### config.mk
export PLATFORM = sky130hd
export DESIGN_NAME = pms_ctrl
export DESIGN_NICKNAME = d
export VERILOG_FILES = /design/src/pms_pkg.sv /design/src/pms_ctrl.sv
export SDC_FILE = /design/constraint.sdc
export NUM_CORES = 1
export LEC_CHECK = 0
export BUFFER_PORTS_ARGS = -buffer_cell sky130_fd_sc_hd__buf_2
export CORE_MARGIN = 2
export CORE_UTILIZATION = 50
export DETAILED_ROUTE_END_ITERATION = 6
export GPL_TIMING_DRIVEN = 0
export PLACE_DENSITY = 0.75
export SYNTH_ARGS = -nofsm -noshare
export SYNTH_HDL_FRONTEND = slang
export SYNTH_SLANG_ARGS = --single-unit
### constraint.sdc
create_clock -name clk -period 1.9 [get_ports clk]
set_clock_uncertainty 0.15 [all_clocks]
set_input_delay 0.38 -clock clk [delete_from_list [all_inputs] [get_ports clk]]
set_output_delay 0.38 -clock clk [all_outputs]
set_load 0.01 [all_outputs]
### src/pms_pkg.sv
`default_nettype none
package pms_pkg;

  localparam int MAX_MITER_SCALE = 4;
  localparam int ONE_Q16         = 65536;
  localparam int SCALE_W         = $clog2(MAX_MITER_SCALE * ONE_Q16 + 1);
  localparam int DIVM_QBITS      = $clog2(MAX_MITER_SCALE * MAX_MITER_SCALE) + 33;
  localparam int QUO_W           = DIVM_QBITS;
  localparam longint SAT_LIMIT   =
    ((longint'(1) << 33) + MAX_MITER_SCALE * MAX_MITER_SCALE - 1) /
    (MAX_MITER_SCALE * MAX_MITER_SCALE);

  // datapath operations
  localparam logic [4:0] OP_NOP        = 5'd0;
  localparam logic [4:0] OP_LATCH      = 5'd1;
  localparam logic [4:0] OP_FIRST      = 5'd2;
  localparam logic [4:0] OP_UV_SEG     = 5'd3;
  localparam logic [4:0] OP_UV_SUM     = 5'd4;
  localparam logic [4:0] OP_NORM       = 5'd5;
  localparam logic [4:0] OP_SQ_A       = 5'd6;
  localparam logic [4:0] OP_SQ_B       = 5'd7;
  localparam logic [4:0] OP_SQRT_UV    = 5'd8;
  localparam logic [4:0] OP_DIV_A      = 5'd9;
  localparam logic [4:0] OP_SAVE_QA    = 5'd10;
  localparam logic [4:0] OP_DIV_B      = 5'd11;
  localparam logic [4:0] OP_UV_WR      = 5'd12;
  localparam logic [4:0] OP_JOINT      = 5'd13;
  localparam logic [4:0] OP_DOT_A      = 5'd14;
  localparam logic [4:0] OP_DOT_B      = 5'd15;
  localparam logic [4:0] OP_MOP        = 5'd16;
  localparam logic [4:0] OP_SAT        = 5'd17;
  localparam logic [4:0] OP_DIV_M      = 5'd18;
  localparam logic [4:0] OP_SQRT_M     = 5'd19;
  localparam logic [4:0] OP_SAVE_SCALE = 5'd20;
  localparam logic [4:0] OP_D_PN       = 5'd21;
  localparam logic [4:0] OP_END_SETUP  = 5'd22;
  localparam logic [4:0] OP_OFF_A      = 5'd23;
  localparam logic [4:0] OP_OFF_B      = 5'd24;
  localparam logic [4:0] OP_OFF_C      = 5'd25;
  localparam logic [4:0] OP_OFF_D      = 5'd26;
  localparam logic [4:0] OP_VTX        = 5'd27;
  localparam logic [4:0] OP_COMMIT     = 5'd28;

  typedef struct packed {
    logic [4:0] op;
    logic       sel;
    logic       side;
    logic       last;
  } dp_cmd_t;

  typedef struct packed {
    logic uv_zero;
    logic norm_ok;
    logic sqrt_busy;
    logic div_busy;
    logic sat;
    logic sum_zero;
    logic joint_deg;
    logic out_busy;
  } dp_stat_t;

endpackage
`default_nettype wire

### src/pms_ctrl.sv
`default_nettype none
module pms_ctrl (
  input  wire logic              clk,
  input  wire logic              rst_n,
  input  wire logic              in_tvalid,
  input  wire logic              in_tlast,
  output logic                   in_tready,
  output pms_pkg::dp_cmd_t       cmd,
  input  wire pms_pkg::dp_stat_t stat
);

  localparam logic [4:0] S_IDLE  = 5'd0;
  localparam logic [4:0] S_FIRST = 5'd1;
  localparam logic [4:0] S_SEG   = 5'd2;
  localparam logic [4:0] S_UVCHK = 5'd3;
  localparam logic [4:0] S_NORM  = 5'd4;
  localparam logic [4:0] S_SQA   = 5'd5;
  localparam logic [4:0] S_SQB   = 5'd6;
  localparam logic [4:0] S_SQS   = 5'd7;
  localparam logic [4:0] S_SQW   = 5'd8;
  localparam logic [4:0] S_DVA   = 5'd9;
  localparam logic [4:0] S_DVAW  = 5'd10;
  localparam logic [4:0] S_DVB   = 5'd11;
  localparam logic [4:0] S_DVBW  = 5'd12;
  localparam logic [4:0] S_UVWR  = 5'd13;
  localparam logic [4:0] S_JOINT = 5'd14;
  localparam logic [4:0] S_DOTA  = 5'd15;
  localparam logic [4:0] S_DOTB  = 5'd16;
  localparam logic [4:0] S_MOP   = 5'd17;
  localparam logic [4:0] S_SATC  = 5'd18;
  localparam logic [4:0] S_DMW   = 5'd19;
  localparam logic [4:0] S_SMW   = 5'd20;
  localparam logic [4:0] S_DIR   = 5'd21;
  localparam logic [4:0] S_ENDS  = 5'd22;
  localparam logic [4:0] S_OFA   = 5'd23;
  localparam logic [4:0] S_OFB   = 5'd24;
  localparam logic [4:0] S_OFC   = 5'd25;
  localparam logic [4:0] S_OFD   = 5'd26;
  localparam logic [4:0] S_V0    = 5'd27;
  localparam logic [4:0] S_V1    = 5'd28;
  localparam logic [4:0] S_DONE  = 5'd29;

  logic [4:0] state_r, state_nxt;
  logic [1:0] ps_r, ps_nxt;
  logic       last_r, last_nxt;
  logic       uv_dest_r, uv_dest_nxt;
  logic       pair_cur_r, pair_cur_nxt;
  logic       comp_r, comp_nxt;

  always_ff @(posedge clk) begin
    if (!rst_n) begin
      state_r    <= S_IDLE;
      ps_r       <= '0;
      last_r     <= 1'b0;
      uv_dest_r  <= 1'b0;
      pair_cur_r <= 1'b0;
      comp_r     <= 1'b0;
    end else begin
      state_r    <= state_nxt;
      ps_r       <= ps_nxt;
      last_r     <= last_nxt;
      uv_dest_r  <= uv_dest_nxt;
      pair_cur_r <= pair_cur_nxt;
      comp_r     <= comp_nxt;
    end
  end

  always_comb begin
    state_nxt    = state_r;
    ps_nxt       = ps_r;
    last_nxt     = last_r;
    uv_dest_nxt  = uv_dest_r;
    pair_cur_nxt = pair_cur_r;
    comp_nxt     = comp_r;
    in_tready    = 1'b0;
    cmd          = '0;
    cmd.op       = pms_pkg::OP_NOP;
    unique case (state_r)
      S_IDLE: begin
        in_tready = 1'b1;
        if (in_tvalid) begin
          cmd.op    = pms_pkg::OP_LATCH;
          last_nxt  = in_tlast;
          state_nxt = (ps_r == 2'd0) ? S_FIRST : S_SEG;
        end
      end
      S_FIRST: begin
        cmd.op    = pms_pkg::OP_FIRST;
        ps_nxt    = last_r ? 2'd0 : 2'd1;
        state_nxt = S_IDLE;
      end
      S_SEG: begin
        cmd.op       = pms_pkg::OP_UV_SEG;
        uv_dest_nxt  = 1'b0;
        pair_cur_nxt = 1'b0;
        state_nxt    = S_UVCHK;
      end
      S_UVCHK: state_nxt = stat.uv_zero ? S_UVWR : S_NORM;
      S_NORM: begin
        if (stat.norm_ok) begin
          state_nxt = S_SQA;
        end else begin
          cmd.op = pms_pkg::OP_NORM;
        end
      end
      S_SQA: begin
        cmd.op    = pms_pkg::OP_SQ_A;
        state_nxt = S_SQB;
      end
      S_SQB: begin
        cmd.op    = pms_pkg::OP_SQ_B;
        state_nxt = S_SQS;
      end
      S_SQS: begin
        cmd.op    = pms_pkg::OP_SQRT_UV;
        state_nxt = S_SQW;
      end
      S_SQW: begin
        if (!stat.sqrt_busy) begin
          state_nxt = S_DVA;
        end
      end
      S_DVA: begin
        cmd.op    = pms_pkg::OP_DIV_A;
        state_nxt = S_DVAW;
      end
      S_DVAW: begin
        if (!stat.div_busy) begin
          cmd.op    = pms_pkg::OP_SAVE_QA;
          state_nxt = S_DVB;
        end
      end
      S_DVB: begin
        cmd.op    = pms_pkg::OP_DIV_B;
        state_nxt = S_DVBW;
      end
      S_DVBW: begin
        if (!stat.div_busy) begin
          state_nxt = S_UVWR;
        end
      end
      S_UVWR: begin
        cmd.op  = pms_pkg::OP_UV_WR;
        cmd.sel = uv_dest_r;
        if (uv_dest_r) begin
          state_nxt = S_OFA;
        end else if (ps_r == 2'd1) begin
          state_nxt = S_ENDS;
        end else begin
          state_nxt = S_JOINT;
        end
      end
      S_JOINT: begin
        cmd.op    = pms_pkg::OP_JOINT;
        state_nxt = stat.joint_deg ? S_DIR : S_DOTA;
      end
      S_DOTA: begin
        cmd.op    = pms_pkg::OP_DOT_A;
        state_nxt = S_DOTB;
      end
      S_DOTB: begin
        cmd.op    = pms_pkg::OP_DOT_B;
        state_nxt = S_MOP;
      end
      S_MOP: begin
        cmd.op    = pms_pkg::OP_MOP;
        state_nxt = S_SATC;
      end
      S_SATC: begin
        if (stat.sat) begin
          cmd.op    = pms_pkg::OP_SAT;
          state_nxt = S_DIR;
        end else begin
          cmd.op    = pms_pkg::OP_DIV_M;
          state_nxt = S_DMW;
        end
      end
      S_DMW: begin
        if (!stat.div_busy) begin
          cmd.op    = pms_pkg::OP_SQRT_M;
          state_nxt = S_SMW;
        end
      end
      S_SMW: begin
        if (!stat.sqrt_busy) begin
          cmd.op    = pms_pkg::OP_SAVE_SCALE;
          state_nxt = S_DIR;
        end
      end
      S_DIR: begin
        // exactly reversed segments keep the previous normal as direction
        if (stat.sum_zero) begin
          cmd.op    = pms_pkg::OP_D_PN;
          state_nxt = S_OFA;
        end else begin
          cmd.op      = pms_pkg::OP_UV_SUM;
          uv_dest_nxt = 1'b1;
          state_nxt   = S_UVCHK;
        end
      end
      S_ENDS: begin
        cmd.op    = pms_pkg::OP_END_SETUP;
        state_nxt = S_OFA;
      end
      S_OFA: begin
        cmd.op    = pms_pkg::OP_OFF_A;
        cmd.sel   = comp_r;
        state_nxt = S_OFB;
      end
      S_OFB: begin
        cmd.op    = pms_pkg::OP_OFF_B;
        state_nxt = S_OFC;
      end
      S_OFC: begin
        cmd.op    = pms_pkg::OP_OFF_C;
        state_nxt = S_OFD;
      end
      S_OFD: begin
        cmd.op  = pms_pkg::OP_OFF_D;
        cmd.sel = comp_r;
        if (comp_r) begin
          comp_nxt  = 1'b0;
          state_nxt = S_V0;
        end else begin
          comp_nxt  = 1'b1;
          state_nxt = S_OFA;
        end
      end
      S_V0: begin
        if (!stat.out_busy) begin
          cmd.op    = pms_pkg::OP_VTX;
          cmd.sel   = pair_cur_r;
          state_nxt = S_V1;
        end
      end
      S_V1: begin
        if (!stat.out_busy) begin
          cmd.op   = pms_pkg::OP_VTX;
          cmd.sel  = pair_cur_r;
          cmd.side = 1'b1;
          cmd.last = pair_cur_r || !last_r;
          if (!pair_cur_r && last_r) begin
            pair_cur_nxt = 1'b1;
            state_nxt    = S_ENDS;
          end else begin
            state_nxt = S_DONE;
          end
        end
      end
      S_DONE: begin
        cmd.op    = pms_pkg::OP_COMMIT;
        ps_nxt    = last_r ? 2'd0 : 2'd2;
        state_nxt = S_IDLE;
      end
      default: state_nxt = S_IDLE;
    endcase
  end

endmodule
`default_nettype wire

======== Word level (Yosys, flattened, before mapping) ========
Index checks and enable logic that the tools add are counted.
storage, ports and cells
  bits in registers ....................... 11
  input bits .............................. 12
  output and inout port bits .............. 9
  word-level logic and storage cells ...... 102
cells by class
  eq/ne operators ......................... 41
  multiplexer cells ....................... 41
  reductions and logical operators ........ 14
operators by type and width
  kind                  count
  $pmux W5 S28          1
  $pmux W5 S27          1
  $mux W5               16
  $eq A5 B5 Y1 const B  14
  $eq A5 B4 Y1 const B  8
  $ne A2 B2 Y1 const B  11
  $eq A5 B3 Y1 const B  4
  $mux W4               4
  $eq A5 B2 Y1 const B  2
  $reduce_and A9 Y1     1
  $mux W2               4
  $mux W8               1
  $mux W1               7
  $mux W3               2
  $mux W6               1
  $reduce_bool A2 Y1    3
  $eq A5 B1 Y1 const B  1
  $logic_not A5 Y1      1
  $pmux W1 S2           2
  $pmux W1 S4           1
  $pmux W2 S2           1
  $reduce_and A2 Y1     2
  $reduce_and A3 Y1     1
  $eq A2 B1 Y1 const B  1
  5 further kinds       6

======== Longest topological paths before layout ========
  depth after elaboration ................. 5
  gate-level depth with buffers ........... 8
  depth with buffers taken out ............ 5

======== Worst setup path before layout ========
No wires, ideal clock.
  path kind ............................... reg-to-output
  start ................................... reg state_r[4]
  end ..................................... out cmd[4] (netlist name)
  arrival ................................. 1.504 ns
  data required time ...................... 1.370 ns
  path slack .............................. -0.134 ns
  stages on the path, launching flop included .. 8
  path buffers ............................ 3
  cells stage by stage .................... dfxtp_1 -> buf_2 -> buf_2 -> clkbuf_1 -> nor2_1 -> a21oi_1 -> a311oi_1 -> o21ai_0
RTL lines
  item                    RTL line        text
  start, declared         pms_ctrl.sv:43  logic [4:0] state_r, state_nxt;
  start signal, assigned  pms_ctrl.sv:59  state_r <= state_nxt;
  end, declared           pms_ctrl.sv:8   output pms_pkg::dp_cmd_t cmd,

==> flow_summary.yaml <==
floorplanning:
  io_pins: 21
  die-area_sq_mm: 0.00333
  start_util: 0.523
  die_y_microns: 57.7
  die_w_microns: 57.7
  core_area_sq_mm: 0.00276
  fp-row-count: 19
timing:
  finalMaxSlewViolations: 0
  fmax_mhz: 401
  whs_ps: 217
  finalSetupViolCount: 13
  slew-limit-headroom: 0.700
  rsz0062_at_grt: "yes"
  worst_pin_slew_ps: 449
  hold_viol: 0
  fin_crit_sh: 1.31
  fin_ws_ps: -592
  period_needed_ps: 2490
power_and_ir_drop:
  p_per_area_mw_per_mm2: 786
  p_seq_frac: 0.157
  p_switching_uw: 843
  p_leak_nw: 0.910
  ir_drop_mv: 0.985
  power.total_mw: 1.83
  pwr-share-comb: 0.755
  p_int_uw: 987
  switching_share: 0.461
  power_frac_clock: 0.088
detailed_routing:
  wl_met2_mm: 3.05
  drc_errors: 9
  via_per_inst: 7.46
  routed_wl_mm: 7.35
  dr.first_iter.drc_count: 475
  wire_per_inst_microns: 24.0
  num_vias: 2284
  drtAntennaViolNets: 0
  met1Wirelength_mm: 2.52
  wl_met3_microns: 987
  top_layer_used: "met4"
  dr.pass1.iters: 7
synth:
  synth-async-reset-ratio: 0
  syn_area_sq_mm: 0.00144
  synthFlopType: "dfxtp_1"
  ys_seq_area_frac: 0.153
  syn-instance-count: 212
  synthDistinctLibCells: 55
  yosysWarnings: 0
  ys_ff_latch: 11
  syn_area_per_cell_sq_um: 6.80
  synth_fp_nets: 224
  synth_edf_count: 0
worst_setup_path:
  crit_chain: "buf_6 -> clkinvlp_4 -> buf_6 -> a31oi_4 -> o21a_1 -> o21ai_1 -> or4_4 -> buf_6"
  r2r_start: "state_r[4]"
  cp-end-kind: "output port"
  cpMostUsedCell: "buf_6"
  startpoint: "state_r[3]"
  worst-r2r-cell-count: 7
  critPathLaunchType: "flop"
  rrSetupSlack_ps: -200
  path_delay_family: "buffers and inverters"
  cp.arrival_ps: 1960
  crit_required_ps: 1370
  reg2reg_to: "state_r[3]"
  critPathKind: "reg -> out"
  slowest_stage: "or4_4"
  crit_buf_inv: 4
  worst-path-max-fanout: 5
  cp_slowest_stage_delay_ps: 420
finish:
  diodes: 0
  finalNonFillerCells: 306
  layout_commonest_cell: "buf_4"
  final.fill_count: 153
  stdcell_area_sq_mm: 0.00233
  layout_common_cells: "buf_4, buf_2, buf_6"
  nets: 288
  area_growth_pct: 61.5
  drive_gt1_frac: 0.458
global_routing:
  grt.total_usage: 0.419
  grt_overflow: 0
  grt_pass1_vias: 2113
  grt_pass1_wl_mm: 10.6
  antenna_found_initial: 0
  grt_max_degree: 11
clock_network:
  clock_path_buffers: 2
  insertion_delay_ps: 270
  htree_num_levels: 1
  clk_pin_slew_ps: 70
  cts.sink_count: 11
  cts_hold_buffers: 0
  cts_tree: "yes"
  clk_root_buffer_cell: "clkbuf_4"
  numCtsBuffers: 3
placed_design:
  place_congestion: 1.00
  place_area_sq_mm: 0.00163
  dpl.hpwl_mm: 3.64
  dp_cells: 263
  io_buffers: 20
min_path:
  hp-class: "in -> reg"
  min_to: "last_r"
  min_path_cells: 3
  hp-start: "in_tlast"
run_status:
  status: "complete, but fails checks"
  violations: "DRC, setup timing"
job:
  cap_violations: 0
## through the flow
step / setup WS [ps] / TNS (ps) / utilization
6_report: -592 / -3930 / 0.845
5_1_grt: -642 / -4270 / 0.845
4_1_cts: -459 / -2660 / 0.781
3_5_place_dp: -359 / -1810 / 0.590
3_3_place_gp: -381 / -1890 / 0.590
2_1_floorplan: -26.1 / -39.2 / -
## worst max-delay path by stage
stage / endpoint / slack (ps) / cells after the start
finish: cmd[3] / -590 / 8
global route: cmd[3] / -640 / 8
CTS: cmd[3] / -460 / 7
detailed placement: cmd[3] / -360 / 7
global placement: cmd[4] / -380 / 8
floorplan: cmd[3] / -30 / 6
## kinds of logic after synthesis
logic type,Yosys count,synth area share
flops,11,0.153
mux,7,0.0486
simple gates,91,0.337
buf+inv,27,0.0911
compound gates,75,0.364
xor+xnor,1,0.00607
## area by class of cell
cell class	count	area, sq um	share of cell area
buffer	22	295	0.127
clock buffer	4	26.3	0.0113
inverter	5	22.5	0.00967
multi-input combinational	174	1270	0.544
sequential	11	231	0.0994
tap	31	38.8	0.0166
timing repair buffer	59	449	0.193
## registers in the layout (all words and copies together) (netlist names)
name,cells
last_r,1
comp_r,1
state_r,5
pair_cur_r,1
ps_r,2
uv_dest_r,1
## synth_stat cells, types with 3 or more instances
master    number  area share
nand4_1        3       0.013
nor3_1         8       0.028
dfxtp_1       11        0.15
nor2_1        17       0.044
a21oi_1       16       0.056
nand3_1        7       0.024
a31oi_1        3       0.013
o22ai_1        4       0.017
nand3b_1       4       0.021
o21ai_0       16       0.056
nor2b_1        8       0.035
inv_1          5       0.013
o211ai_1       3       0.016
mux2i_1        7       0.049
clkbuf_1       8       0.021
nand2b_1       9       0.039
nand2_1       18       0.047
buf_2         12       0.042
o31ai_1        3       0.016
## power groups by stage
stage | registers, mW | logic [mW] | clock network [mW]
floorplan | 0.283 | 0.616 | 0
global placement | 0.288 | 0.841 | 0
detailed placement | 0.290 | 0.831 | 0
CTS | 0.286 | 1.14 | 0.164
global route | 0.290 | 1.42 | 0.174
finish | 0.288 | 1.38 | 0.161
## what timing repair did
action,4_1_cts,5_1_grt
gates resized for setup,80,24
setup endpoints to repair,9,13
gates cloned,1,0
buffers inserted,28,10
pin swaps,16,9
## routing by layer
metal	vias to the layer above	GRT usage
met1	989	0.523
met4	0	0.292
met3	112	0.0580
met2	272	0.664
li1	911	-
met5	-	0
## worst register-to-register path, cell delays in order, from the launching register on
cell      delay, ps
dfxtp_4         370
buf_6           140
buf_4           150
and3b_2         230
a21oi_2         150
o22ai_1         140
a221oi_4        410
mux2i_1         270
Power figures use the tool's default switching activity.
